==> config.mk <==
export PLATFORM = sky130hd
export DESIGN_NAME = file_table_block_allocator
export DESIGN_NICKNAME = d
export VERILOG_FILES = /design/src/design/fta_pkg.sv /design/src/design/fta_ram.sv /design/src/design/file_table_block_allocator.sv
export SDC_FILE = /design/constraint.sdc
export NUM_CORES = 2
export LEC_CHECK = 0
export BUFFER_PORTS_ARGS = -buffer_cell sky130_fd_sc_hd__buf_2
export CAP_MARGIN = 20
export CORE_MARGIN = 2
export CORE_UTILIZATION = 25
export DETAILED_ROUTE_END_ITERATION = 7
export HOLD_SLACK_MARGIN = 0.12
export PLACE_DENSITY = 0.41
export SYNTH_ARGS = -nofsm -noshare
export SYNTH_HDL_FRONTEND = slang
export SYNTH_HIERARCHICAL = 1
export SYNTH_SLANG_ARGS = --single-unit
export TNS_END_PERCENT = 1
==> constraint.sdc <==
create_clock -name i_clk -period 10.65 [get_ports i_clk]
set_input_delay 2.13 -clock i_clk [delete_from_list [all_inputs] [get_ports i_clk]]
set_output_delay 2.13 -clock i_clk [all_outputs]
set_load 0.01 [all_outputs]
==> src/design/fta_pkg.sv <==
// fta_pkg: constants, status codes and command codes for the file table block allocator
// no dependencies
package fta_pkg;
    localparam int NUM_BLOCKS      = 128;
    localparam int NUM_ENTRIES     = 16;
    localparam int BLOCKS_PER_FILE = 8;
    localparam int BLK_W  = $clog2(NUM_BLOCKS);
    localparam int ENT_W  = $clog2(NUM_ENTRIES);
    localparam int BPF_W  = $clog2(BLOCKS_PER_FILE);
    localparam int PTR_W  = ENT_W + BPF_W;
    localparam int CNT_W  = $clog2(NUM_BLOCKS + 1);

    localparam logic [1:0] CMD_CREATE = 2'd0;
    localparam logic [1:0] CMD_DELETE = 2'd1;
    localparam logic [1:0] CMD_MAP    = 2'd2;
    localparam logic [1:0] CMD_LIST   = 2'd3;

    localparam logic [2:0] ST_OK        = 3'd0;
    localparam logic [2:0] ST_NO_SPACE  = 3'd1;
    localparam logic [2:0] ST_NO_ENTRY  = 3'd2;
    localparam logic [2:0] ST_NOT_FOUND = 3'd3;
    localparam logic [2:0] ST_BAD_INDEX = 3'd4;
    localparam logic [2:0] ST_TOO_LARGE = 3'd5;
    localparam logic [2:0] ST_NO_FILES  = 3'd6;
endpackage

==> src/design/fta_ram.sv <==
// fta_ram: generic single-port-write, single-port-read ram with registered read
// no dependencies
module fta_ram #(
    parameter int WIDTH = 8,
    parameter int DEPTH = 16
) (
    input  logic                     i_clk,
    input  logic                     i_we,
    input  logic [$clog2(DEPTH)-1:0] i_waddr,
    input  logic [WIDTH-1:0]         i_wdata,
    input  logic [$clog2(DEPTH)-1:0] i_raddr,
    output logic [WIDTH-1:0]         o_rdata
);
    logic [WIDTH-1:0] r_mem [DEPTH];

    always_ff @(posedge i_clk) begin
        if (i_we) begin
            r_mem[i_waddr] <= i_wdata;
        end
        o_rdata <= r_mem[i_raddr];
    end
endmodule

==> src/design/file_table_block_allocator.sv <==
// file_table_block_allocator: top level, free map, file table and command sequencer
// depends on fta_pkg and fta_ram
//
// usage: one request at a time on the input channel (cmd, file_name, req_size,
// block_index); results on the output channel, o_last marks the final result of a
// request. list gives one result per used entry or one if none; others exactly one.
// the free map (one bit per block) sits in an fta_ram, the free count in flip-flops;
// entry names, sizes and block pointers sit in fta_ram memories (registered read).
// steps from request accepted to result:
//   create : one map bit per cycle, stops once req_size blocks are taken; a
//            rejected request goes straight to its result
//   delete : one entry per cycle, then reads each block pointer and frees its block
//   map    : scans the entries, then reads the pointer at block_index if in range
//   list   : scans the entries and gives one result per used entry
// requests are taken only in idle, so o_stall is high from acceptance until the
// final result has moved into the output register.
// reset (synchronous, active low) clears the used flags, then a clearing pass of
// the whole free map frees every block except block zero, with o_stall high.
// a result waits in the output register while i_stall is high; the next result
// waits in the sequencer, which holds in its output state.
module file_table_block_allocator (
    input  logic                          i_clk,
    input  logic                          i_rst_n,
    input  logic                          i_valid,
    output logic                          o_stall,
    input  logic [1:0]                    i_cmd,
    input  logic [63:0]                   i_file_name,
    input  logic [3:0]                    i_req_size,
    input  logic [2:0]                    i_block_index,
    output logic                          o_valid,
    input  logic                          i_stall,
    output logic [2:0]                    o_status,
    output logic [3:0]                    o_entry_index,
    output logic [6:0]                    o_block_number,
    output logic [63:0]                   o_listed_name,
    output logic [3:0]                    o_listed_size,
    output logic                          o_last
);
    import fta_pkg::*;

    typedef enum logic [8:0] {
        S_IDLE  = 9'b000000001,
        S_SRCH  = 9'b000000010,  // entry scan, read issued previous cycle
        S_ALLOC = 9'b000000100,  // free map scan for create, read issued previous cycle
        S_FREE  = 9'b000001000,  // read pointer for delete
        S_FREEW = 9'b000010000,  // pointer data back, release block
        S_MAPW  = 9'b000100000,  // pointer data back for map
        S_OUT   = 9'b001000000,  // result ready, waiting for the output register
        S_LIST  = 9'b010000000,  // list data back
        S_CLR   = 9'b100000000   // free map clearing pass after reset
    } t_state;

    t_state                 r_state;
    logic [CNT_W-1:0]       r_nfree;
    logic [NUM_ENTRIES-1:0] r_used;
    logic [1:0]             r_cmd;
    logic [63:0]            r_name;
    logic [3:0]             r_size;
    logic [BPF_W-1:0]       r_bidx;
    logic [ENT_W:0]         r_ent;     // scan position, one bit wider to hold the end
    logic [ENT_W-1:0]       r_hit;
    logic [BLK_W:0]         r_blk;     // map scan position, one ahead of the data
    logic [3:0]             r_got;
    logic                   r_list_more; // list continues after the held result

    // result being assembled
    logic [2:0]             r_ost;
    logic [3:0]             r_oent;
    logic [6:0]             r_oblk;
    logic [63:0]            r_oname;
    logic [3:0]             r_osize;
    logic                   r_olast;

    // output register
    logic                   r_ovalid;
    logic [2:0]             r_res_st;
    logic [3:0]             r_res_ent;
    logic [6:0]             r_res_blk;
    logic [63:0]            r_res_name;
    logic [3:0]             r_res_size;
    logic                   r_res_last;

    // memories
    logic                   name_we, size_we, ptr_we, map_we;
    logic [ENT_W-1:0]       name_wa, name_ra;
    logic [63:0]            name_rd;
    logic [3:0]             size_rd;
    logic [PTR_W-1:0]       ptr_wa, ptr_ra;
    logic [BLK_W-1:0]       ptr_wd, ptr_rd;
    logic [BLK_W-1:0]       map_wa, map_ra;
    logic                   map_wd, map_rd;

    fta_ram #(.WIDTH(64), .DEPTH(NUM_ENTRIES)) u_name (
        .i_clk(i_clk), .i_we(name_we), .i_waddr(name_wa), .i_wdata(r_name),
        .i_raddr(name_ra), .o_rdata(name_rd));
    fta_ram #(.WIDTH(4), .DEPTH(NUM_ENTRIES)) u_size (
        .i_clk(i_clk), .i_we(size_we), .i_waddr(name_wa), .i_wdata(r_size),
        .i_raddr(name_ra), .o_rdata(size_rd));
    fta_ram #(.WIDTH(BLK_W), .DEPTH(NUM_ENTRIES*BLOCKS_PER_FILE)) u_ptr (
        .i_clk(i_clk), .i_we(ptr_we), .i_waddr(ptr_wa), .i_wdata(ptr_wd),
        .i_raddr(ptr_ra), .o_rdata(ptr_rd));
    // free map, 1 = free
    fta_ram #(.WIDTH(1), .DEPTH(NUM_BLOCKS)) u_map (
        .i_clk(i_clk), .i_we(map_we), .i_waddr(map_wa), .i_wdata(map_wd),
        .i_raddr(map_ra), .o_rdata(map_rd));

    // lowest unused entry, priority over a narrow vector
    logic             free_ent_ok;
    logic [ENT_W-1:0] free_ent;
    always_comb begin
        free_ent_ok = 1'b0;
        free_ent    = '0;
        for (int k = NUM_ENTRIES - 1; k >= 0; k--) begin
            if (!r_used[k]) begin
                free_ent_ok = 1'b1;
                free_ent    = ENT_W'(k);
            end
        end
    end

    logic [ENT_W-1:0] ent_lo;
    logic [ENT_W-1:0] prev_ent;
    logic [BLK_W-1:0] blk_lo;
    logic [BLK_W-1:0] prev_blk;
    logic             in_acc, out_acc, out_free;
    assign ent_lo   = r_ent[ENT_W-1:0];
    assign prev_ent = ENT_W'(r_ent - 1'b1);
    assign blk_lo   = r_blk[BLK_W-1:0];
    assign prev_blk = BLK_W'(r_blk - 1'b1);
    assign in_acc   = i_valid && (r_state == S_IDLE);
    assign out_acc  = r_ovalid && !i_stall;
    assign out_free = !r_ovalid || !i_stall;
    assign o_stall  = (r_state != S_IDLE);

    // memory addressing
    always_comb begin
        name_we = 1'b0;
        size_we = 1'b0;
        name_wa = free_ent;
        name_ra = ent_lo;
        ptr_we  = 1'b0;
        ptr_wa  = {free_ent, r_got[BPF_W-1:0]};
        ptr_wd  = prev_blk;
        ptr_ra  = {r_hit, r_got[BPF_W-1:0]};
        map_we  = 1'b0;
        map_wa  = prev_blk;
        map_wd  = 1'b0;
        map_ra  = blk_lo;
        case (r_state)
            S_IDLE: begin
                // first entry and first block read ahead of a scan
                name_ra = '0;
                map_ra  = '0;
            end
            S_CLR: begin
                map_we = 1'b1;
                map_wa = blk_lo;
                map_wd = (r_blk != '0);
            end
            S_ALLOC: begin
                if (r_blk == (BLK_W+1)'(1)) begin
                    // entry header written once at the start of allocation
                    name_we = 1'b1;
                    size_we = 1'b1;
                end
                if (r_got != r_size && map_rd) begin
                    // take block prev_blk
                    ptr_we = 1'b1;
                    map_we = 1'b1;
                end
            end
            S_SRCH: begin
                if (r_cmd == CMD_MAP) begin
                    ptr_ra = {prev_ent, r_bidx};
                end
            end
            S_FREEW: begin
                map_we = 1'b1;
                map_wa = ptr_rd;
                map_wd = 1'b1;
            end
            default: begin
            end
        endcase
    end

    always_ff @(posedge i_clk) begin
        if (!i_rst_n) begin
            r_state  <= S_CLR;
            r_blk    <= '0;
            r_nfree  <= CNT_W'(NUM_BLOCKS - 1);
            r_used   <= '0;
            r_ovalid <= 1'b0;
        end else begin
            if (r_state == S_OUT && out_free) begin
                r_ovalid <= 1'b1;
            end else if (out_acc) begin
                r_ovalid <= 1'b0;
            end
            case (r_state)
                S_IDLE: begin
                    if (in_acc) begin
                        r_cmd  <= i_cmd;
                        r_name <= i_file_name;
                        r_size <= i_req_size;
                        r_bidx <= i_block_index;
                        r_ent  <= '0;
                        r_blk  <= '0;
                        r_got  <= '0;
                        r_oent <= '0; r_oblk <= '0; r_oname <= '0; r_osize <= '0;
                        r_olast <= 1'b1;
                        r_list_more <= 1'b0;
                        case (i_cmd)
                            CMD_CREATE: begin
                                if (i_req_size > 4'(BLOCKS_PER_FILE)) begin
                                    r_ost <= ST_TOO_LARGE; r_state <= S_OUT;
                                end else if (r_nfree < CNT_W'(i_req_size)) begin
                                    r_ost <= ST_NO_SPACE; r_state <= S_OUT;
                                end else if (!free_ent_ok) begin
                                    r_ost <= ST_NO_ENTRY; r_state <= S_OUT;
                                end else begin
                                    r_blk   <= (BLK_W+1)'(1);
                                    r_state <= S_ALLOC;
                                end
                            end
                            CMD_LIST: begin
                                if (r_used == '0) begin
                                    r_ost <= ST_NO_FILES; r_state <= S_OUT;
                                end else begin
                                    r_ent <= (ENT_W+1)'(1);
                                    r_state <= S_LIST;
                                end
                            end
                            default: begin
                                r_ent   <= (ENT_W+1)'(1);
                                r_state <= S_SRCH;
                            end
                        endcase
                    end
                end
                S_CLR: begin
                    r_blk <= r_blk + 1'b1;
                    if (blk_lo == BLK_W'(NUM_BLOCKS - 1)) begin
                        r_state <= S_IDLE;
                    end
                end
                S_SRCH: begin
                    // data of entry prev_ent is on the ram outputs
                    if (r_used[prev_ent] && name_rd == r_name) begin
                        r_hit   <= prev_ent;
                        r_oent  <= 4'(prev_ent);
                        r_osize <= size_rd;
                        r_size  <= size_rd;
                        if (r_cmd == CMD_DELETE) begin
                            r_used[prev_ent] <= 1'b0;
                            r_ost   <= ST_OK;
                            r_state <= (size_rd == '0) ? S_OUT : S_FREE;
                        end else if (4'(r_bidx) >= size_rd) begin
                            r_ost   <= ST_BAD_INDEX;
                            r_state <= S_OUT;
                        end else begin
                            r_ost   <= ST_OK;
                            r_state <= S_MAPW;
                        end
                    end else if (r_ent == (ENT_W+1)'(NUM_ENTRIES)) begin
                        r_ost   <= ST_NOT_FOUND;
                        r_state <= S_OUT;
                    end else begin
                        r_ent <= r_ent + 1'b1;
                    end
                end
                S_MAPW: begin
                    r_oblk  <= 7'(ptr_rd);
                    r_state <= S_OUT;
                end
                S_FREE: begin
                    r_state <= S_FREEW;
                end
                S_FREEW: begin
                    r_nfree <= r_nfree + 1'b1;
                    r_got   <= r_got + 1'b1;
                    r_state <= (r_got + 1'b1 == r_size) ? S_OUT : S_FREE;
                end
                S_ALLOC: begin
                    // map bit of block prev_blk is on the ram output
                    if (r_got == r_size) begin
                        r_used[free_ent] <= 1'b1;
                        r_ost   <= ST_OK;
                        r_oent  <= 4'(free_ent);
                        r_osize <= r_size;
                        r_state <= S_OUT;
                    end else begin
                        if (map_rd) begin
                            r_nfree <= r_nfree - 1'b1;
                            r_got   <= r_got + 1'b1;
                        end
                        r_blk <= r_blk + 1'b1;
                    end
                end
                S_OUT: begin
                    if (out_free) begin
                        r_res_st   <= r_ost;
                        r_res_ent  <= r_oent;
                        r_res_blk  <= r_oblk;
                        r_res_name <= r_oname;
                        r_res_size <= r_osize;
                        r_res_last <= r_olast;
                        if (r_list_more) begin
                            r_list_more <= 1'b0;
                            r_ent   <= r_ent + 1'b1;
                            r_state <= S_LIST;
                        end else begin
                            r_state <= S_IDLE;
                        end
                    end
                end
                S_LIST: begin
                    // data of entry prev_ent is on the ram outputs
                    if (r_used[prev_ent]) begin
                        r_ost   <= ST_OK;
                        r_oent  <= 4'(prev_ent);
                        r_oname <= name_rd;
                        r_osize <= size_rd;
                        r_olast <= ((r_used >> r_ent) == '0);
                        r_list_more <= ((r_used >> r_ent) != '0);
                        r_state <= S_OUT;
                    end else begin
                        r_ent <= r_ent + 1'b1;
                    end
                end
                default: r_state <= S_IDLE;
            endcase
        end
    end

    assign o_valid        = r_ovalid;
    assign o_status       = r_res_st;
    assign o_entry_index  = r_res_ent;
    assign o_block_number = r_res_blk;
    assign o_listed_name  = r_res_name;
    assign o_listed_size  = r_res_size;
    assign o_last         = r_res_last;
endmodule

== Yosys cells after proc, flatten, opt, wreduce, memory -nomap -nowiden ==
Memories as Yosys holds them, arrays and structs flattened. A register that Yosys moved wholly into a read port is not among the register bits.
Cells that the tools add are included.

* Bits in registers: 295
* Bits in writable memories: 2112
* Input port bits: 77
* Output and inout bits: 85
* Word-level logic and storage cells: 264
* Memories: 4

* $add $sub $neg: 7
* Magnitude comparators: 7
* Eq/ne operators: 37
* Shifts and indexed selects: 1
* Multiplexer cells: 137
* Bitwise operators: 3
* Reductions and logical operators: 43

{| class="wikitable"
|+ Memory list
! name !! words !! width !! read ports !! clocked after Yosys merged registers in !! write ports !! RTL line !! text
|-
| u_name.r_mem || 16 || 64 || 1 || 1 || 1 || fta_ram.sv:14 || <nowiki>logic [WIDTH-1:0] r_mem [DEPTH];</nowiki>
|-
| u_ptr.r_mem || 128 || 7 || 1 || 1 || 1 || fta_ram.sv:14 ||
|-
| u_map.r_mem || 128 || 1 || 1 || 1 || 1 || fta_ram.sv:14 ||
|-
| u_size.r_mem || 16 || 4 || 1 || 1 || 1 || fta_ram.sv:14 ||
|}

{| class="wikitable"
|+ Operators by type and width
! cell !! count
|-
| $mux W64 || 2
|-
| $pmux W64 S2 || 1
|-
| $mux W4 || 27
|-
| $pmux W9 S9 || 1
|-
| $mux W7 || 11
|-
| $eq A64 B64 Y1 || 1
|-
| $mux W9 || 7
|-
| $mux W16 || 3
|-
| $mux W8 || 6
|-
| $mux W1 || 41
|-
| $mux W3 || 11
|-
| $logic_not A16 Y1 || 2
|-
| $pmux W16 S2 || 1
|-
| $pmux W4 S4 || 2
|-
| $mux W5 || 6
|-
| $pmux W7 S2 || 2
|-
| $ne A2 B2 Y1 const B || 12
|-
| $pmux W8 S3 || 1
|-
| $pmux W5 S4 || 1
|-
| $pmux W9 S2 || 1
|-
| $reduce_and A3 Y1 || 6
|-
| $add A8 B1 Y8 const B || 2
|-
| $and A16 B16 Y16 || 1
|-
| $not A16 Y16 || 1
|-
| other kinds (58) || 86
|}

== Logic depth before layout (Yosys ltp) ==
* Word-level depth: 23
* Mapped depth: 15
* Mapped depth without buffers: 11

== Modules after synthesis ==
The synthesis kept the hierarchy.

{| class="wikitable"
|+ Modules (own cells, without submodules)
! module !! instances !! cells each !! area an instance (µm²) !! seq. area each (µm²)
|-
| fta_ram at u_name || 1 || 1647 || 39581.7 || 32030.7
|-
| fta_ram at u_ptr || 1 || 1453 || 34807.1 || 27045.9
|-
| file_table_block_allocator || 1 || 995 || 13052.5 || 8438.1
|-
| fta_ram at u_map || 1 || 385 || 5666.7 || 3863.7
|-
| fta_ram at u_size || 1 || 130 || 2666.3 || 2001.9
|}

== Least setup slack after synthesis ==
Ideal clock, no wire load.

* Path kind: register to register
* Start point: register r_blk[0]
* End point: memory u_map.r_mem[88] (enable)
* Setup time: 302 ps
* Arrival: 7068 ps
* Required time: 10348 ps
* Slack: 3280 ps
* Stages on the path, launching flop included: 11
* Buffers on the path: 0
* Clock period less this slack: 7370 ps
* Cell sequence: dfxtp_1 -> inv_1 -> ha_1 -> nand2b_1 -> nor4_1 -> xor2_1 -> nand3_1 -> nand2_1 -> nor2b_1 -> nand3_1 -> nor2_1

* Longest elaborated chain between the ends: 2

{| class="wikitable"
|+ Ends and longest elaborated chain
! what !! RTL line !! text
|-
| from (decl) || file_table_block_allocator.sv:62 || <nowiki>logic [BLK_W:0] r_blk;</nowiki>
|-
| from (signal assigned) || file_table_block_allocator.sv:222 || <nowiki>r_blk <= (BLK_W+1)'(1);</nowiki>
|-
| from (signal assigned) || file_table_block_allocator.sv:242 || <nowiki>r_blk <= r_blk + 1'b1;</nowiki>
|-
| from (signal assigned) || file_table_block_allocator.sv:297 || <nowiki>r_blk <= r_blk + 1'b1;</nowiki>
|-
| $sub A7 B1 Y7 || file_table_block_allocator.sv:129 || <nowiki>assign prev_blk = BLK_W'(r_blk - 1'b1);</nowiki>
|-
| via prev_blk[0] || file_table_block_allocator.sv:124 || <nowiki>logic [BLK_W-1:0] prev_blk;</nowiki>
|-
| $pmux W7 S2 || file_table_block_allocator.sv:149 || <nowiki>case (r_state)</nowiki>
|-
| to (decl) || fta_ram.sv:14 ||
|}

The timed path passes the listed nets, and every way through them passes these cells.

== Final worst setup path ==
* Start point: register r_state[3]
* End point: register u_ptr.o_rdata[4], read port of u_ptr.r_mem

* Longest elaborated chain between the ends: 2

{| class="wikitable"
|+ Ends and longest elaborated chain
! what !! RTL line !! text
|-
| from (decl) || file_table_block_allocator.sv:53 || <nowiki>t_state r_state;</nowiki>
|-
| from (signal assigned) || file_table_block_allocator.sv:257 || <nowiki>r_state <= (size_rd == '0) ? S_OUT : S_FREE;</nowiki>
|-
| from (signal assigned) || file_table_block_allocator.sv:282 || <nowiki>r_state <= (r_got + 1'b1 == r_size) ? S_OUT : S_FREE;</nowiki>
|-
| $eq A9 B2 Y1 || file_table_block_allocator.sv:149 ||
|-
| $mux W7 || file_table_block_allocator.sv:149 ||
|-
| via ptr_ra[2] || file_table_block_allocator.sv:88 || <nowiki>logic [PTR_W-1:0] ptr_wa, ptr_ra;</nowiki>
|-
| to (decl) || fta_ram.sv:12 || <nowiki>output logic [WIDTH-1:0] o_rdata</nowiki>
|}

The timed path passes the listed nets, and every way through them passes these cells.
A chain may end at the register's enable or synchronous reset.

==> reports/summary.md <==
In this run, post-CTS repair resized a total of 0 instances. The synthesized netlist occupies a cell area of 95800 um2. The number of H-tree levels was 5; the post-route fraction of the period consumed by the critical path was 57.6%. Across the routed clock network, the largest skew measured is 43.9 ps. The mean post-synth cell area works out to 20.8 um2.

The total die area came out at 388000 um2. During synthesis, Yosys emitted a total of 6 warnings. Once the floorplan was initialized, standard cells occupied 25.1% of the core.

TritonCTS created 286 clock buffers. From left edge to right edge, the die measures 623 um. Counting flops with an async set or reset pin after synthesis yields a share of 0%. The number of setup buffers added after CTS came out at 0. The most common cell after layout, fill and taps aside was sky130_fd_sc_hd__edfxtp_1.

Detailed routing placed a total of 11100 um of wire on met3. The number of global-route vias before repair is 49300, and the smallest setup slack after layout is 4520 ps. The run finished with clean final reports.

The tools report the TritonCTS sink count as 2483. The analysis attributes to cell leakage a power of 34.8 nW. On the worst path, the slowest cell contributes a delay of 950 ps. The required time of the critical path came out at 11410 ps. In the detailed route, the total length drawn on met2 is 133000 um. The DRC violation count after routing came out at 0. The detailed placement HPWL is 157000 um. For the number of antenna violations at the first check in global routing, the log shows 13.

The first global-routing pass estimated 380000 um of wire. The power density over cell area is 200 nW/um2. The tools report the total of fill cells in the finished design as 37300. The max-cap violation count was 0; the worst-case clock buffer depth was 4. The congestion estimate from routability-driven global placement came to 0.781. Setup violations remaining at the end of the flow were counted as 0. The most used cell along the critical path is sky130_fd_sc_hd__mux4_2. The post-route netlist has 26.7% of its cells at a drive strength greater than 1. Signal routing reaches up to met4. The logs give 880 ps for the insertion delay of the later-clocked pin in the worst-skew pair and 0 for the hold buffer count at CTS. The tools report the total wire length after detailed routing as 269000 um. The routed length per instance was 26.2 um.

Clock-pin slew was measured on the worst setup and hold paths at 60 ps. The most used flip-flop cell after synthesis is sky130_fd_sc_hd__edfxtp_1. In this run the remaining antenna-violating nets after routing total 0.

After the first detailed-routing iteration, the DRC count stood at 4157. The final hold violation count came out at 0. TritonCTS built the clock tree. The core region is 382000 um2. Measured along the y axis, the die boundary spans 623 um. For the multi-input logic area, the log shows 21500 um2. For the pin with the worst max-slew slack, the measured transition is 1180 ps. The tools report the total nets after synthesis as 4711.

The standard cell with the maximum stage delay on the critical path is sky130_fd_sc_hd__mux2_8. Counting flops with a built-in enable in the synthesized netlist gives 2365. In the layout the commonest cells are sky130_fd_sc_hd__edfxtp_1, sky130_fd_sc_hd__mux4_2, sky130_fd_sc_hd__nor2_1, sky130_fd_sc_hd__clkbuf_16, sky130_fd_sc_hd__nand2_1. The count of TritonRoute iterations in the first routing pass is 7, and the cell count after synthesis is 4610. IR analysis of the VDD net gives a maximum drop of 0.0983 mV. Counting I/O delays and the setup requirement, the final critical path takes 6130 ps.

Of all nets on the critical path, the largest fanout is 132. Across the whole layout, storage elements account for 73400 um2. The tree is rooted in a sky130_fd_sc_hd__clkbuf_16. The net count of the finished layout is 5082. During placement, the flow inserted port buffers numbering 161. The synthesis-to-layout area growth is 17.8%, and the largest net degree at the start of global routing is 133. For the sequential cell area fraction in the yosys report, the log shows 76.6%.

The critical path in this run is classified as flip-flop to flip-flop. STA classifies the critical path endpoint as a flip-flop. The count of state elements after synthesis is 2483. Adding up every negative setup slack in the final design gives 0 ps. Count of boundary I/O pins: 162. Number of vias in the routed layout: 46600. The type of the most critical hold path is flip-flop to flip-flop. The startpoint kind of the worst setup timing path was a flip-flop.

The via density per instance is 4.55, and the routed metal-1 wire length is 119000 um. In this run the core area contains 227 standard-cell rows. For the maximum achievable frequency, the log shows 0.163 GHz. In the global route stage, overall resource usage came out at 13.5%. Setup repair after global routing left no endpoint under its margin. Traced cell by cell, the critical path runs through nor3_2, nand3_1, nor2_1, nand3b_1, mux2_8, buf_12, mux4_2, mux4_2, mux4_2, mux2_2.

The count of pins over their slew limit was 0. The relative slew slack was 20.9%; the arrival time of data at the critical path endpoint was 6890 ps. Global routing finished with a remaining overflow of 0.

Prior to clock tree synthesis, the placed netlist has a worst setup slack of 4610 ps. The number of different library cells used by synthesis comes to 82.
## sequential cells by signal, summed over array words and instances, names as in the netlist, 64 cells and up
name	flops
u_name/r_mem	1024
o_listed_name	64
r_name	64
r_oname	64
u_name/o_rdata	64
u_ptr/r_mem	896
u_size/r_mem	64
u_map/r_mem	128
## cell families (layout without fill, tap and decap cells)
family                     Yosys count  in the layout  share of synthesized area [%]
muxes                              625            625                           14.5
DFF                               2483           2483                           76.6
xor gates and xnor gates            94             94                          0.867
buffers and inverters              255            853                           1.33
AOI/OAI and AO/OA                  299            299                           2.21
other                                0              6                              0
and+or+nand+nor                    830            830                           4.13
adders and majority gates           24             24                          0.321
## per-layer routing
| metal | global-route usage [%] | vias to the layer above |
|---|---|---|
| li1 | - | 19800 |
| met1 | 18.3 | 25500 |
| met2 | 23.0 | 1077 |
| met3 | 1.80 | 316 |
| met4 | 3.15 | 0 |
| met5 | 0 | - |
## cell type report
type                    instances  area share (%)
clock inverters               152            1.42
flip-flops and latches       2483            65.1
inverters                      35           0.125
repair buffers                303            1.82
well taps                    5038            5.59
diodes                          6          0.0133
multi-input cells            1872            19.1
clock buffers                 363            6.89
## worst max-delay path, delay by kind of cell, from the launching register on
kind	cells	cell delay (ps)
muxes	5	2750
and+or+nand+nor	4	1850
buffers and inverters	1	600
DFF	1	370
## power by group
group / total [mW] / switching, mW / internal [mW] / leakage (nW)
registers: 11.2 / 0.0949 / 11.1 / 22.2
clock network: 9.79 / 4.03 / 5.76 / 4.55
logic: 1.48 / 1.06 / 0.420 / 8.10
## through the flow
stage	std cells	instance area, um2	utilization, %	hold slack, ps	power (mW)
2_1_floorplan	4610	95800	-	400	12.3
3_3_place_gp	9716	103000	27.0	406	12.9
3_5_place_dp	9727	103000	27.1	405	13.0
4_1_cts	10200	113000	29.5	413	22.8
5_1_grt	10200	113000	29.5	417	23.3
6_report	10300	113000	29.5	419	22.5
## synthesized netlist by cell type, types with 6 or more instances
master                     instances  area share, %
sky130_fd_sc_hd__o31ai_1           6          0.047
sky130_fd_sc_hd__nand4b_1          6          0.055
sky130_fd_sc_hd__nand3_1          51           0.27
sky130_fd_sc_hd__buf_4            27           0.21
sky130_fd_sc_hd__a21oi_1          27           0.14
sky130_fd_sc_hd__ha_1             23           0.30
sky130_fd_sc_hd__o311ai_0          8          0.073
sky130_fd_sc_hd__o211ai_1         15           0.12
sky130_fd_sc_hd__mux2i_1          11           0.11
sky130_fd_sc_hd__nand4_1          26           0.17
sky130_fd_sc_hd__buf_1            29           0.11
sky130_fd_sc_hd__clkbuf_1        116           0.45
sky130_fd_sc_hd__nand2_1         171           0.67
sky130_fd_sc_hd__and2_1           81           0.53
sky130_fd_sc_hd__o22ai_1           7          0.046
sky130_fd_sc_hd__mux4_1           23           0.63
sky130_fd_sc_hd__o21ai_0          45           0.24
sky130_fd_sc_hd__a21o_1            6          0.047
sky130_fd_sc_hd__mux4_2          581             14
sky130_fd_sc_hd__edfxtp_1       2365             74
sky130_fd_sc_hd__mux2_2           10           0.12
sky130_fd_sc_hd__dfxtp_1         118            2.5
sky130_fd_sc_hd__xor2_1           83           0.76
sky130_fd_sc_hd__nor2_1          341            1.3
sky130_fd_sc_hd__nor2b_1          29           0.19
sky130_fd_sc_hd__xnor2_1          10          0.091
sky130_fd_sc_hd__and3_1            8          0.052
sky130_fd_sc_hd__a22oi_1         136            1.1
sky130_fd_sc_hd__inv_1            33           0.13
sky130_fd_sc_hd__nand2b_1         18           0.12
sky130_fd_sc_hd__buf_2            25           0.13
sky130_fd_sc_hd__nor3_1           25           0.13
sky130_fd_sc_hd__nand3b_1          8          0.063
sky130_fd_sc_hd__nor4_1           32           0.21
sky130_fd_sc_hd__buf_6            21           0.25
## path summary, 6_finish.rpt
| path | from | endpoint | slack [ps] | depth (start not counted) |
|---|---|---|---|---|
| min reg2reg | r_oname[11] | o_listed_name[11] | 420 | 0 |
| max reg2reg | r_state[3] | u_ptr/o_rdata[4] | 4520 | 10 |
| max | r_state[3] | u_ptr/o_rdata[4] | 4520 | 10 |
| min | r_oname[11] | o_listed_name[11] | 420 | 0 |
Power figures use the tool's default switching activity.
